**src/ncp_pkg.sv**
```systemverilog
// ----------------------------------------------------------------------------
// ncp_pkg
// Types and constants shared by the coordinate parser.
// ----------------------------------------------------------------------------
`default_nettype none

package ncp_pkg;

  localparam logic [7:0] CHAR_NUL   = 8'h00;
  localparam logic [7:0] CHAR_COMMA = 8'h2C;
  localparam logic [7:0] CHAR_POINT = 8'h2E;
  localparam logic [7:0] CHAR_ZERO  = 8'h30;
  localparam logic [7:0] CHAR_NINE  = 8'h39;

  localparam int WHOLE_W = 17;
  localparam int FRAC_W  = 14;
  localparam int CNT_W   = 3;
  localparam int TOK_W   = 4;

  localparam logic [TOK_W-1:0] TOK_MAX = 4'd15;
  localparam logic [CNT_W-1:0] WHOLE_KEEP = 3'd5;
  localparam logic [CNT_W-1:0] WHOLE_SAT  = 3'd7;
  localparam logic [CNT_W-1:0] LAT_MAX_DIGITS = 3'd4;
  localparam logic [CNT_W-1:0] LON_MAX_DIGITS = 3'd5;

  // floor(x / 100) = (x * DIV100_MUL) >> DIV_SHIFT for x < 2^17
  localparam logic [17:0] DIV100_MUL = 18'd167773;
  // floor(x / 3) = (x * DIV3_MUL) >> DIV_SHIFT for x < 2^21
  localparam logic [22:0] DIV3_MUL   = 23'd5592406;
  localparam int          DIV_SHIFT  = 24;
  localparam logic [23:0] DEG_SCALE  = 24'd10000000;
  localparam logic [13:0] MIN_SCALE  = 14'd10000;

  typedef enum logic [0:0] {
    REG_LAT_TOKEN = 1'b0,
    REG_LON_TOKEN = 1'b1
  } reg_index_t;

  typedef struct packed {
    logic [WHOLE_W-1:0] whole;
    logic [FRAC_W-1:0]  frac;
    logic [CNT_W-1:0]   fdigits;
  } coord_raw_t;

  // pads a short fraction out to four digits
  function automatic logic [FRAC_W-1:0] frac_scale(input logic [CNT_W-1:0] fd);
    logic [FRAC_W-1:0] s;
    case (fd)
      3'd0:    s = 14'd10000;
      3'd1:    s = 14'd1000;
      3'd2:    s = 14'd100;
      3'd3:    s = 14'd10;
      default: s = 14'd1;
    endcase
    return s;
  endfunction

endpackage

`default_nettype wire

```
**src/nmea_coordinate_parser_unit.sv**
```systemverilog
// Output: a result appears on the master side after the edge that transfers
//   the byte marked tlast (one parse stage, then a five-stage conversion pipeline).
// Throughput: one sentence byte per cycle unless the output stalls, a new sentence may start the next cycle;
//   the conversion pipeline advances whenever its output register is free or taken.
// Reset: synchronous, clears the parse state except lat_raw/lon_raw, and the flags; token indexes return to 1 and 3.
// ----------------------------------------------------------------------------
// nmea_coordinate_parser_unit
// Splits a sentence into comma tokens and converts the latitude and longitude
// tokens into degrees in units of 1e-7.
// ----------------------------------------------------------------------------
`default_nettype none

module nmea_coordinate_parser_unit #(
  parameter int MAX_SENTENCE_BYTES = 82,
  parameter int FRACTION_DIGITS    = 4
) (
  input  wire logic                 clk,
  input  wire logic                 rst,
  input  wire logic                 s_tvalid,
  output logic                      s_tready,
  input  wire logic [7:0]           s_tdata,   // [7:0] sentence_byte
  input  wire logic                 s_tlast,   // final_byte
  output logic                      m_tvalid,
  input  wire logic                 m_tready,
  output logic [63:0]               m_tdata,   // [29:0] latitude_e7, [63:30] longitude_e7
  output logic [1:0]                m_tuser,   // [0] latitude_valid, [1] longitude_valid
  input  wire logic                 cfg_wen,
  input  wire ncp_pkg::reg_index_t  cfg_index,
  input  wire logic [3:0]           cfg_data
);
  import ncp_pkg::*;

  localparam int POS_W = $clog2(MAX_SENTENCE_BYTES + 1);

  logic [TOK_W-1:0] lat_token;
  logic [TOK_W-1:0] lon_token;

  logic [POS_W-1:0]   pos;
  logic [TOK_W-1:0]   tok;
  logic               inside_token;
  logic               after_point;
  logic               ended;
  logic [WHOLE_W-1:0] whole;
  logic [CNT_W-1:0]   wcount;
  logic [FRAC_W-1:0]  frac;
  logic [CNT_W-1:0]   fcount;
  coord_raw_t         lat_raw;
  coord_raw_t         lon_raw;
  logic [1:0]         flags;

  logic [POS_W-1:0]   pos_next;
  logic [TOK_W-1:0]   tok_next;
  logic               inside_token_next;
  logic               after_point_next;
  logic               ended_next;
  logic [WHOLE_W-1:0] whole_next;
  logic [CNT_W-1:0]   wcount_next;
  logic [FRAC_W-1:0]  frac_next;
  logic [CNT_W-1:0]   fcount_next;
  coord_raw_t         lat_raw_next;
  coord_raw_t         lon_raw_next;
  logic [1:0]         flags_next;

  logic       adv;
  logic       take;
  logic       proc;
  logic       is_sep;
  logic       is_digit;
  logic [3:0] dv;
  logic       end_now;
  coord_raw_t tok_raw;

  assign adv      = !m_tvalid || m_tready;
  assign s_tready = adv;
  assign take     = s_tvalid && s_tready;

  always_ff @(posedge clk) begin
    if (rst) begin
      lat_token <= 4'd1;
      lon_token <= 4'd3;
    end else if (cfg_wen) begin
      case (cfg_index)
        REG_LAT_TOKEN: lat_token <= cfg_data;
        REG_LON_TOKEN: lon_token <= cfg_data;
        default: ;
      endcase
    end
  end

  // byte parse
  always_comb begin
    proc     = !ended && (pos < POS_W'(MAX_SENTENCE_BYTES));
    is_sep   = (s_tdata == CHAR_NUL) || (s_tdata == CHAR_COMMA);
    is_digit = (s_tdata >= CHAR_ZERO) && (s_tdata <= CHAR_NINE);
    dv       = is_digit ? 4'(s_tdata - CHAR_ZERO) : 4'd0;

    pos_next          = proc ? pos + POS_W'(1) : pos;
    ended_next        = ended || (proc && (s_tdata == CHAR_NUL));
    tok_next          = tok;
    inside_token_next = inside_token;
    after_point_next  = after_point;
    whole_next        = whole;
    wcount_next       = wcount;
    frac_next         = frac;
    fcount_next       = fcount;

    if (proc && !is_sep) begin
      inside_token_next = 1'b1;
      if ((s_tdata == CHAR_POINT) && !after_point) begin
        after_point_next = 1'b1;
      end else if (!after_point) begin
        if (wcount < WHOLE_KEEP) begin
          whole_next = WHOLE_W'(whole * WHOLE_W'(10)) + WHOLE_W'(dv);
        end
        if (wcount < WHOLE_SAT) begin
          wcount_next = wcount + CNT_W'(1);
        end
      end else if (fcount < CNT_W'(FRACTION_DIGITS)) begin
        frac_next   = FRAC_W'(frac * FRAC_W'(10)) + FRAC_W'(dv);
        fcount_next = fcount + CNT_W'(1);
      end
    end

    tok_raw = '{whole: whole_next, frac: frac_next, fdigits: fcount_next};
    end_now = inside_token_next && (s_tlast || (proc && is_sep));

    lat_raw_next = lat_raw;
    lon_raw_next = lon_raw;
    flags_next   = flags;

    if (end_now) begin
      if (tok == lat_token) begin
        if ((wcount_next != '0) && (wcount_next <= LAT_MAX_DIGITS)) begin
          lat_raw_next  = tok_raw;
          flags_next[0] = 1'b1;
        end else begin
          flags_next[0] = 1'b0;
        end
      end
      if (tok == lon_token) begin
        if ((wcount_next != '0) && (wcount_next <= LON_MAX_DIGITS)) begin
          lon_raw_next  = tok_raw;
          flags_next[1] = 1'b1;
        end else begin
          flags_next[1] = 1'b0;
        end
      end
      if (tok != TOK_MAX) begin
        tok_next = tok + TOK_W'(1);
      end
      inside_token_next = 1'b0;
      after_point_next  = 1'b0;
      whole_next        = '0;
      wcount_next       = '0;
      frac_next         = '0;
      fcount_next       = '0;
    end
  end

  always_ff @(posedge clk) begin
    if (rst) begin
      pos          <= '0;
      tok          <= '0;
      inside_token <= 1'b0;
      after_point  <= 1'b0;
      ended        <= 1'b0;
      whole        <= '0;
      wcount       <= '0;
      frac         <= '0;
      fcount       <= '0;
      flags        <= '0;
    end else if (take) begin
      if (s_tlast) begin
        pos    <= '0;
        tok    <= '0;
        ended  <= 1'b0;
        flags  <= '0;
      end else begin
        pos    <= pos_next;
        tok    <= tok_next;
        ended  <= ended_next;
        flags  <= flags_next;
      end
      inside_token <= inside_token_next;
      after_point  <= after_point_next;
      whole        <= whole_next;
      wcount       <= wcount_next;
      frac         <= frac_next;
      fcount       <= fcount_next;
    end
  end

  always_ff @(posedge clk) begin
    if (take) begin
      lat_raw <= lat_raw_next;
      lon_raw <= lon_raw_next;
    end
  end

  // conversion pipeline
  logic v1, v2, v3, v4, v5;
  logic [1:0] f1, f2, f3, f4, f5;

  coord_raw_t         s1_raw  [2];
  logic [10:0]        s2_deg  [2];
  logic [WHOLE_W-1:0] s2_whole[2];
  logic [FRAC_W-1:0]  s2_fsc  [2];
  logic [6:0]         s3_rem  [2];
  logic [33:0]        s3_dege7[2];
  logic [FRAC_W-1:0]  s3_fsc  [2];
  logic [19:0]        s4_mins [2];
  logic [33:0]        s4_dege7[2];
  logic [19:0]        s5_q    [2];
  logic [33:0]        s5_base [2];

  always_ff @(posedge clk) begin
    if (rst) begin
      v1 <= 1'b0;
      v2 <= 1'b0;
      v3 <= 1'b0;
      v4 <= 1'b0;
      v5 <= 1'b0;
      m_tvalid <= 1'b0;
    end else if (adv) begin
      v1 <= take && s_tlast;
      v2 <= v1;
      v3 <= v2;
      v4 <= v3;
      v5 <= v4;
      m_tvalid <= v5;
    end
  end

  always_ff @(posedge clk) begin
    if (adv) begin
      s1_raw[0] <= lat_raw_next;
      s1_raw[1] <= lon_raw_next;
      f1 <= flags_next;
      f2 <= f1;
      f3 <= f2;
      f4 <= f3;
      f5 <= f4;
    end
  end

  for (genvar l = 0; l < 2; l++) begin : g_lane
    logic [34:0] div100_prod;
    logic [27:0] fsc_prod;
    logic [16:0] rem_diff;
    logic [34:0] dege7_prod;
    logic [43:0] div3_prod;

    assign div100_prod = 35'(s1_raw[l].whole) * 35'(DIV100_MUL);
    assign fsc_prod    = 28'(s1_raw[l].frac) * 28'(frac_scale(s1_raw[l].fdigits));
    assign rem_diff    = s2_whole[l] - WHOLE_W'(17'(s2_deg[l]) * 17'd100);
    assign dege7_prod  = 35'(s2_deg[l]) * 35'(DEG_SCALE);
    assign div3_prod   = 44'({s4_mins[l], 1'b0}) * 44'(DIV3_MUL);

    always_ff @(posedge clk) begin
      if (adv) begin
        s2_deg[l]   <= div100_prod[34:DIV_SHIFT];
        s2_whole[l] <= s1_raw[l].whole;
        s2_fsc[l]   <= fsc_prod[FRAC_W-1:0];
        s3_rem[l]   <= rem_diff[6:0];
        s3_dege7[l] <= dege7_prod[33:0];
        s3_fsc[l]   <= s2_fsc[l];
        s4_mins[l]  <= 20'(20'(s3_rem[l]) * 20'(MIN_SCALE)) + 20'(s3_fsc[l]);
        s4_dege7[l] <= s3_dege7[l];
        s5_q[l]     <= div3_prod[43:DIV_SHIFT];
        s5_base[l]  <= s4_dege7[l] + 34'({s4_mins[l], 4'b0000});
      end
    end
  end

  logic [33:0] lat_sum;
  logic [33:0] lon_sum;

  assign lat_sum = s5_base[0] + 34'(s5_q[0]);
  assign lon_sum = s5_base[1] + 34'(s5_q[1]);

  always_ff @(posedge clk) begin
    if (adv) begin
      m_tdata[29:0]  <= f5[0] ? lat_sum[29:0] : '0;
      m_tdata[63:30] <= f5[1] ? lon_sum : '0;
      m_tuser        <= f5;
    end
  end

  assert property (@(posedge clk) disable iff (rst)
    pos <= POS_W'(MAX_SENTENCE_BYTES))
    else $error("byte position past sentence limit");

  assert property (@(posedge clk) disable iff (rst)
    !inside_token |-> (whole == '0) && (wcount == '0) && (frac == '0) && (fcount == '0)
                      && !after_point)
    else $error("token accumulators not clear outside a token");

  assert property (@(posedge clk) disable iff (rst)
    take && s_tlast |=> (pos == '0) && (tok == '0) && !ended && (flags == '0))
    else $error("sentence state not cleared after final byte");

  assert property (@(posedge clk) disable iff (rst)
    ended && !take |=> $stable(pos))
    else $error("byte position moved after sentence end");

  assert property (@(posedge clk) disable iff (rst)
    m_tvalid |-> (m_tuser[0] || (m_tdata[29:0] == '0))
                 && (m_tuser[1] || (m_tdata[63:30] == '0)))
    else $error("coordinate nonzero without its valid flag");

  assert property (@(posedge clk) disable iff (rst)
    m_tvalid && m_tuser[0] |-> m_tdata[29:0] <= 30'd1006666650)
    else $error("latitude out of range");

endmodule

`default_nettype wire

```
**config.mk**
```make
export PLATFORM = sky130hd
export DESIGN_NAME = nmea_coordinate_parser_unit
export DESIGN_NICKNAME = d
export VERILOG_FILES = /design/src/ncp_pkg.sv /design/src/nmea_coordinate_parser_unit.sv
export SDC_FILE = /design/constraint.sdc
export NUM_CORES = 2
export LEC_CHECK = 0
export ABC_AREA = 1
export BUFFER_PORTS_ARGS = -buffer_cell sky130_fd_sc_hd__buf_2
export CORE_MARGIN = 2
export CORE_UTILIZATION = 66
export CTS_BUF_LIST = sky130_fd_sc_hd__clkbuf_4
export DETAILED_ROUTE_END_ITERATION = 10
export GPL_TIMING_DRIVEN = 0
export PLACE_DENSITY_LB_ADDON = 0.08
export SYNTH_ARGS = -nofsm -noshare
export SYNTH_HDL_FRONTEND = slang
export SYNTH_SLANG_ARGS = --single-unit
```
**constraint.sdc**
```tcl
create_clock -name clk -period 38.3 [get_ports clk]
set_input_delay 3.83 -clock clk [delete_from_list [all_inputs] [get_ports clk]]
set_output_delay 3.83 -clock clk [all_outputs]
set_load 0.005 [all_outputs]
```
After elaboration in Yosys (flattened, before gate mapping)
Memories as Yosys holds them, arrays and structs flattened.
Cells that the tools add are included.
{ "op_classes": {"addsub": 15, "mul": 14, "n_lt_le_gt_ge": 8, "eq_ne": 11, "muxes": 48, "n_bitwise": 1, "reduce_logical": 33} }
{ "ops": {"columns": ["cell", "count"], "rows": [
  ["2-to-1 mux 34 bit", 6],
  ["one-hot mux 14 bit (4 select lines)", 2],
  ["2-to-1 mux 17 bit", 5],
  ["multiplier 20 x 22 -> 42 bit, second input constant", 2],
  ["multiplier 17 x 18 -> 35 bit, second input constant", 2],
  ["2-to-1 mux 14 bit", 5],
  ["adder 34 x 24 -> 34 bit", 2],
  ["multiplier 11 x 17 -> 27 bit, second input constant", 2],
  ["adder 20 x 14 -> 20 bit", 2],
  ["adder 34 x 20 -> 34 bit", 1],
  ["multiplier 7 x 10 -> 16 bit, second input constant", 2],
  ["adder 30 x 20 -> 30 bit", 1],
  ["2-to-1 mux 3 bit", 10],
  ["multiplier 14 x 14 -> 14 bit", 2],
  ["multiplier 11 x 5 -> 5 bit, second input constant", 2],
  ["adder 17 x 4 -> 17 bit", 1],
  ["multiplier 17 x 3 -> 16 bit, second input constant", 1],
  ["== test 8 x 6 -> 1 bit, second input constant", 2],
  ["2-to-1 mux 4 bit", 4],
  ["adder 14 x 4 -> 14 bit", 1],
  ["multiplier 14 x 3 -> 13 bit, second input constant", 1],
  ["2-to-1 mux 7 bit", 2],
  ["subtractor 7 bit", 2],
  ["== test 3 x 2 -> 1 bit, second input constant", 4],
  ["24 further kinds", 66]
]} }
{ "word_totals": {"reg_bits": 211, "ramBits": 464, "output_inout_bits": 68, "elab_cells": 173, "mem_count": 11} }
{ "memory_table": {"columns": ["memory", "depth", "word_bits", "rd", "rd_clocked_by_memory_dff", "write_ports", "line_no", "text"], "rows": [
  ["s1_raw", 2, 34, 2, 0, 2, "nmea_coordinate_parser_unit.sv:204", "coord_raw_t s1_raw [2];"],
  ["s4_dege7", 2, 34, 2, 0, 2, "nmea_coordinate_parser_unit.sv:212", "logic [33:0] s4_dege7[2];"],
  ["s5_base", 2, 34, 2, 0, 2, "nmea_coordinate_parser_unit.sv:214", "logic [33:0] s5_base [2];"],
  ["s3_dege7", 2, 27, 2, 0, 2, "nmea_coordinate_parser_unit.sv:209", "logic [33:0] s3_dege7[2];"],
  ["s4_mins", 2, 20, 2, 0, 2, "nmea_coordinate_parser_unit.sv:211", "logic [19:0] s4_mins [2];"],
  ["s5_q", 2, 20, 2, 0, 2, "nmea_coordinate_parser_unit.sv:213", "logic [19:0] s5_q [2];"],
  ["+5 memories", null, null, null, null, null, null, null]
]} }

Depth between registers and ports, before layout
{ "depth": {"word_depth": 11, "depth_mapped": 30} }

Least setup slack after synthesis
No wires, ideal clock.
{ "synth_path": {"path_type": "in2reg", "from": "in m_tready", "to": "reg pos[5]", "arrival_ps": 18103, "slack_ps": 20072, "path_stages": 11, "cell_sequence": "nor2_2 > inv_1 > nand2_1 > inv_2 > nand2_1 > nand2_1 > inv_1 > nor2_1 > nand3_1 > nor2_1 > a31oi_1"} }
{ "synth_via": {"elab_chain_len": 3} }
{ "synth_lines": {"columns": ["item", "line_no", "text"], "rows": [
  ["start, declared", "nmea_coordinate_parser_unit.sv:24", "input wire logic m_tready,"],
  ["logical OR 1 bit", "nmea_coordinate_parser_unit.sv:73", "assign adv = !m_tvalid || m_tready;"],
  ["net s_tready", "nmea_coordinate_parser_unit.sv:20", "output logic s_tready,"],
  ["logical AND 1 bit", "nmea_coordinate_parser_unit.sv:75", "assign take = s_tvalid && s_tready;"],
  ["net take", "nmea_coordinate_parser_unit.sv:65", "logic take;"],
  ["AND reduction 2 bit (no line)", null, null],
  ["end signal, assigned", "nmea_coordinate_parser_unit.sv:179", "pos <= pos_next;"],
  ["end, declared", "nmea_coordinate_parser_unit.sv:38", "logic [POS_W-1:0] pos;"]
]} }
The timed path passes the listed nets, and every way through them passes these cells.
A chain may end at the register's enable or synchronous reset.

Worst setup path after layout
{ "layout_path": {"from": "in m_tready", "to": "out s_tready"} }
{ "layout_via": {"elab_chain_len": 1} }
{ "layout_lines": {"columns": ["item", "line_no"], "rows": [
  ["logical OR 1 bit", "nmea_coordinate_parser_unit.sv:73"],
  ["end, declared", "nmea_coordinate_parser_unit.sv:20"]
]} }
No other way between the ends.

==> results.yml <==
global_routing:
  grt_remaining_overflow: 0
  gr-max-usage-layer: "met2"
  met2_usage_pct: 47.3
  grtUsageTotal_pct: 27.9
  use_met1_pct: 37.2
  grt_max_degree: 140
  antenna_found_initial: 2
  grt_pass1_wl_um: 230000
  use_met3_pct: 3.63
  grt_pass1_vias: 47400
die:
  die_w_um: 319
  core_sq_um: 98300
  num_io_pins: 87
  dieArea_sq_um: 102000
  initial_core_util_pct: 66.6
  die_h_um: 319
  rows: 115
clock_tree:
  hold_buffers: 0
  clk_latency_ns: 1.07
  post_cts_resize_count: 0
  path_clk_slew_ns: 0.06
  root_buffer: "clkbuf_4"
  cts_max_level: 4
  cts_setup_buffers: 0
  cts_tree: "yes"
  cts_buffers: 165
  cts_buffer_depth: 3
  cts.sinks: 621
setup_path:
  r2r-start: "s4_mins[0][27]"
  arrival_ns: 4.85
  rrSetupSlack_ns: 31.72
  r2r_end: "s5_q[0][36]"
  critPathCaptureType: "output pin"
  worstSetupPathType: "in2out"
  crit_path_max_fanout: 95
  reg2regPathDepth: 24
  start_kind: "input port"
  required_ns: 34.47
synthesis:
  synthMuxAreaShare_pct: 0.0612
  synth_top_family_by_area: "adder cells"
  synthArstFlopShare_pct: 0
  ys.flop_type: "edfxtp_1"
  seq_area_frac_synth_pct: 27.5
  synth-compound-area-share_pct: 7.40
  yosysUniqueCellTypes: 64
  synth_seq_cells: 621
  synthXorXnorAreaFrac_pct: 4.03
  synth_edf_count: 554
  synth_warnings: 0
  syn_area_per_cell_sq_um: 9.55
  netlist_area_sq_um: 65400
  synth-adder-area-share_pct: 40.8
  syn_inst: 6852
  synth_fp_nets: 8610
  synth_simple_gate_area_share_pct: 11.1
sta:
  period_needed_ns: 8.68
  fin_crit_sh_pct: 22.7
  rsz0062_at_grt: "false"
  fin_worst_skew_ns: 0.0744
  hold_violations: 0
  fmax_ghz: 0.115
  maxSlewViolCount: 0
  slew-limit-headroom_pct: 50.0
  setup-tns-final_ns: 0
  setup_viol: 0
  tightest_slew_ns: 0.730
cells_and_area:
  area_growth_pct: 6.82
  fillers: 7626
  drive_above_1_share_pct: 6.13
  ff_latch_area_sq_um: 18000
  multi_input_area_sq_um: 41500
  layout.nets: 8867
route:
  firstDrtPassIters: 6
  drc: 0
  routed_wl_um: 137000
  post_drt_wl_per_cell_um: 16.1
  drtAntennaViolNets: 0
  drt_iter0_markers: 2401
  vias: 45800
  vias_per_cell: 5.37
run_status:
  status: "finished clean"
flow_run:
  max_cap_violations: 0
hold_path:
  hold_path_class: "reg2reg"
  hold_depth: 0
  min_to: "s4_mins[0][23]"
  hold_path_startpoint: "s3_fsc[0][17]"
place:
  gp_congestion: 0.938
  io_buffers: 86
  dp_hpwl_um: 115000
[registers in the layout, summed over array words and instances (netlist names), 34 cells and up]
name / flops
s1_raw: 68
m_tdata: 64
s5_base: 56
s3_dege7: 50
s4_dege7: 50
s4_mins: 40
s5_q: 40
lat_raw: 34
lon_raw: 34
[layer usage]
layer / wire length (um) / vias up
met5: 12 / -
met4: 4140 / 2
met3: 5710 / 252
met2: 65500 / 983
met1: 62100 / 21700
li1: - / 22900
[cells in the final DEF, fill, tap and decap left out, types with 7 or more instances in the layout]
master and count:
a211oi_1 15, a21boi_0 12, a21o_1 29, a21oi_1 404, a31oi_1 38, buf_2 99, bufinv_16 8, clkbuf_1 24
clkbuf_4 239, clkinv_1 29, clkinv_2 13, dfxtp_1 67, edfxtp_1 554, fa_1 655, ha_1 1084, inv_1 1522
inv_2 7, nand2_1 981, nand2_2 9, nand3_1 167, nand3b_1 14, nand4_1 54, nor2_1 410, nor2_2 7
nor3_1 45, nor4_1 20, o211ai_1 15, o21a_1 23, o21ai_0 247, o21ai_1 11, o21bai_1 24, o221ai_1 8
or2_2 21, xnor2_1 125, xor2_1 176
[kinds of logic (layout without fill, tap and decap cells)]
logic type,after synthesis,count (layout)
AND/OR/NAND/NOR,1750,1750
AO/OA/AOI/OAI,864,864
XOR/XNOR,301,301
flip-flops,621,621
other,0,3
buffers and inverters,1573,1964
multiplexers,4,4
adder cells (fa/ha/maj),1739,1739
[worst max-delay path by stage]
stage | startpoint | endpoint | slack [ns] | cells past startpoint
6_report | m_tready | s_tready | 29.62 | 4
5_1_grt | m_tready | s_tready | 29.54 | 4
4_1_cts | m_tready | s_tready | 29.58 | 4
3_5_place_dp | m_tready | s_tready | 29.58 | 4
3_3_place_gp | m_tready | pos[5] | 14.06 | 12
2_1_floorplan | m_tready | pos[5] | 20.07 | 11
[final cells by class]
type | count | share of cell area (%)
Multi-Input combinational cell | 4658 | 59.4
Sequential cell | 621 | 25.7
Inverter | 1530 | 8.24
Clock buffer | 239 | 2.57
Tap cell | 1287 | 2.30
Timing Repair Buffer | 90 | 0.774
Clock inverter | 62 | 0.715
Buffer | 43 | 0.288
Antenna cell | 3 | 0.0107
[through the flow]
step / cell area, sq um / hold WS [ns] / utilization [%] / setup slack [ns] / cells
after detailed placement: 67600 / 0.405 / 68.8 / 29.58 / 8229
after global routing: 69900 / 0.386 / 71.1 / 29.54 / 8532
after CTS: 69900 / 0.372 / 71.1 / 29.58 / 8530
after floorplan: 65400 / 0.400 / - / 20.07 / 6852
final: 69900 / 0.365 / 71.1 / 29.62 / 8533
after global placement: 67400 / 0.400 / 68.6 / 14.06 / 8225
[cells in the mapped netlist, types with 12 or more instances]
master / count / area [sq um]
inv_1: 1523 / 5720
ha_1: 1084 / 13600
nand2_1: 981 / 3680
fa_1: 655 / 13100
edfxtp_1: 554 / 16600
nor2_1: 410 / 1540
a21oi_1: 404 / 2020
o21ai_0: 247 / 1240
xor2_1: 176 / 1540
nand3_1: 167 / 836
xnor2_1: 125 / 1090
dfxtp_1: 67 / 1340
nand4_1: 54 / 338
nor3_1: 45 / 225
a31oi_1: 38 / 238
a21o_1: 29 / 218
clkbuf_1: 24 / 90.1
o21bai_1: 24 / 180
o21a_1: 23 / 173
or2_2: 21 / 131
nor4_1: 20 / 125
a211oi_1: 15 / 113
o211ai_1: 15 / 113
nand3b_1: 14 / 105
buf_2: 13 / 65.1
a21boi_0: 12 / 90.1
[critical path: stages]
cell	delay, ns
buf_2	0.10
nor2_2	0.37
inv_8	0.30
buf_2	0.24
Power is not shown: default switching activity piles up to over one toggle a cycle in this logic, so the estimate is an artifact.
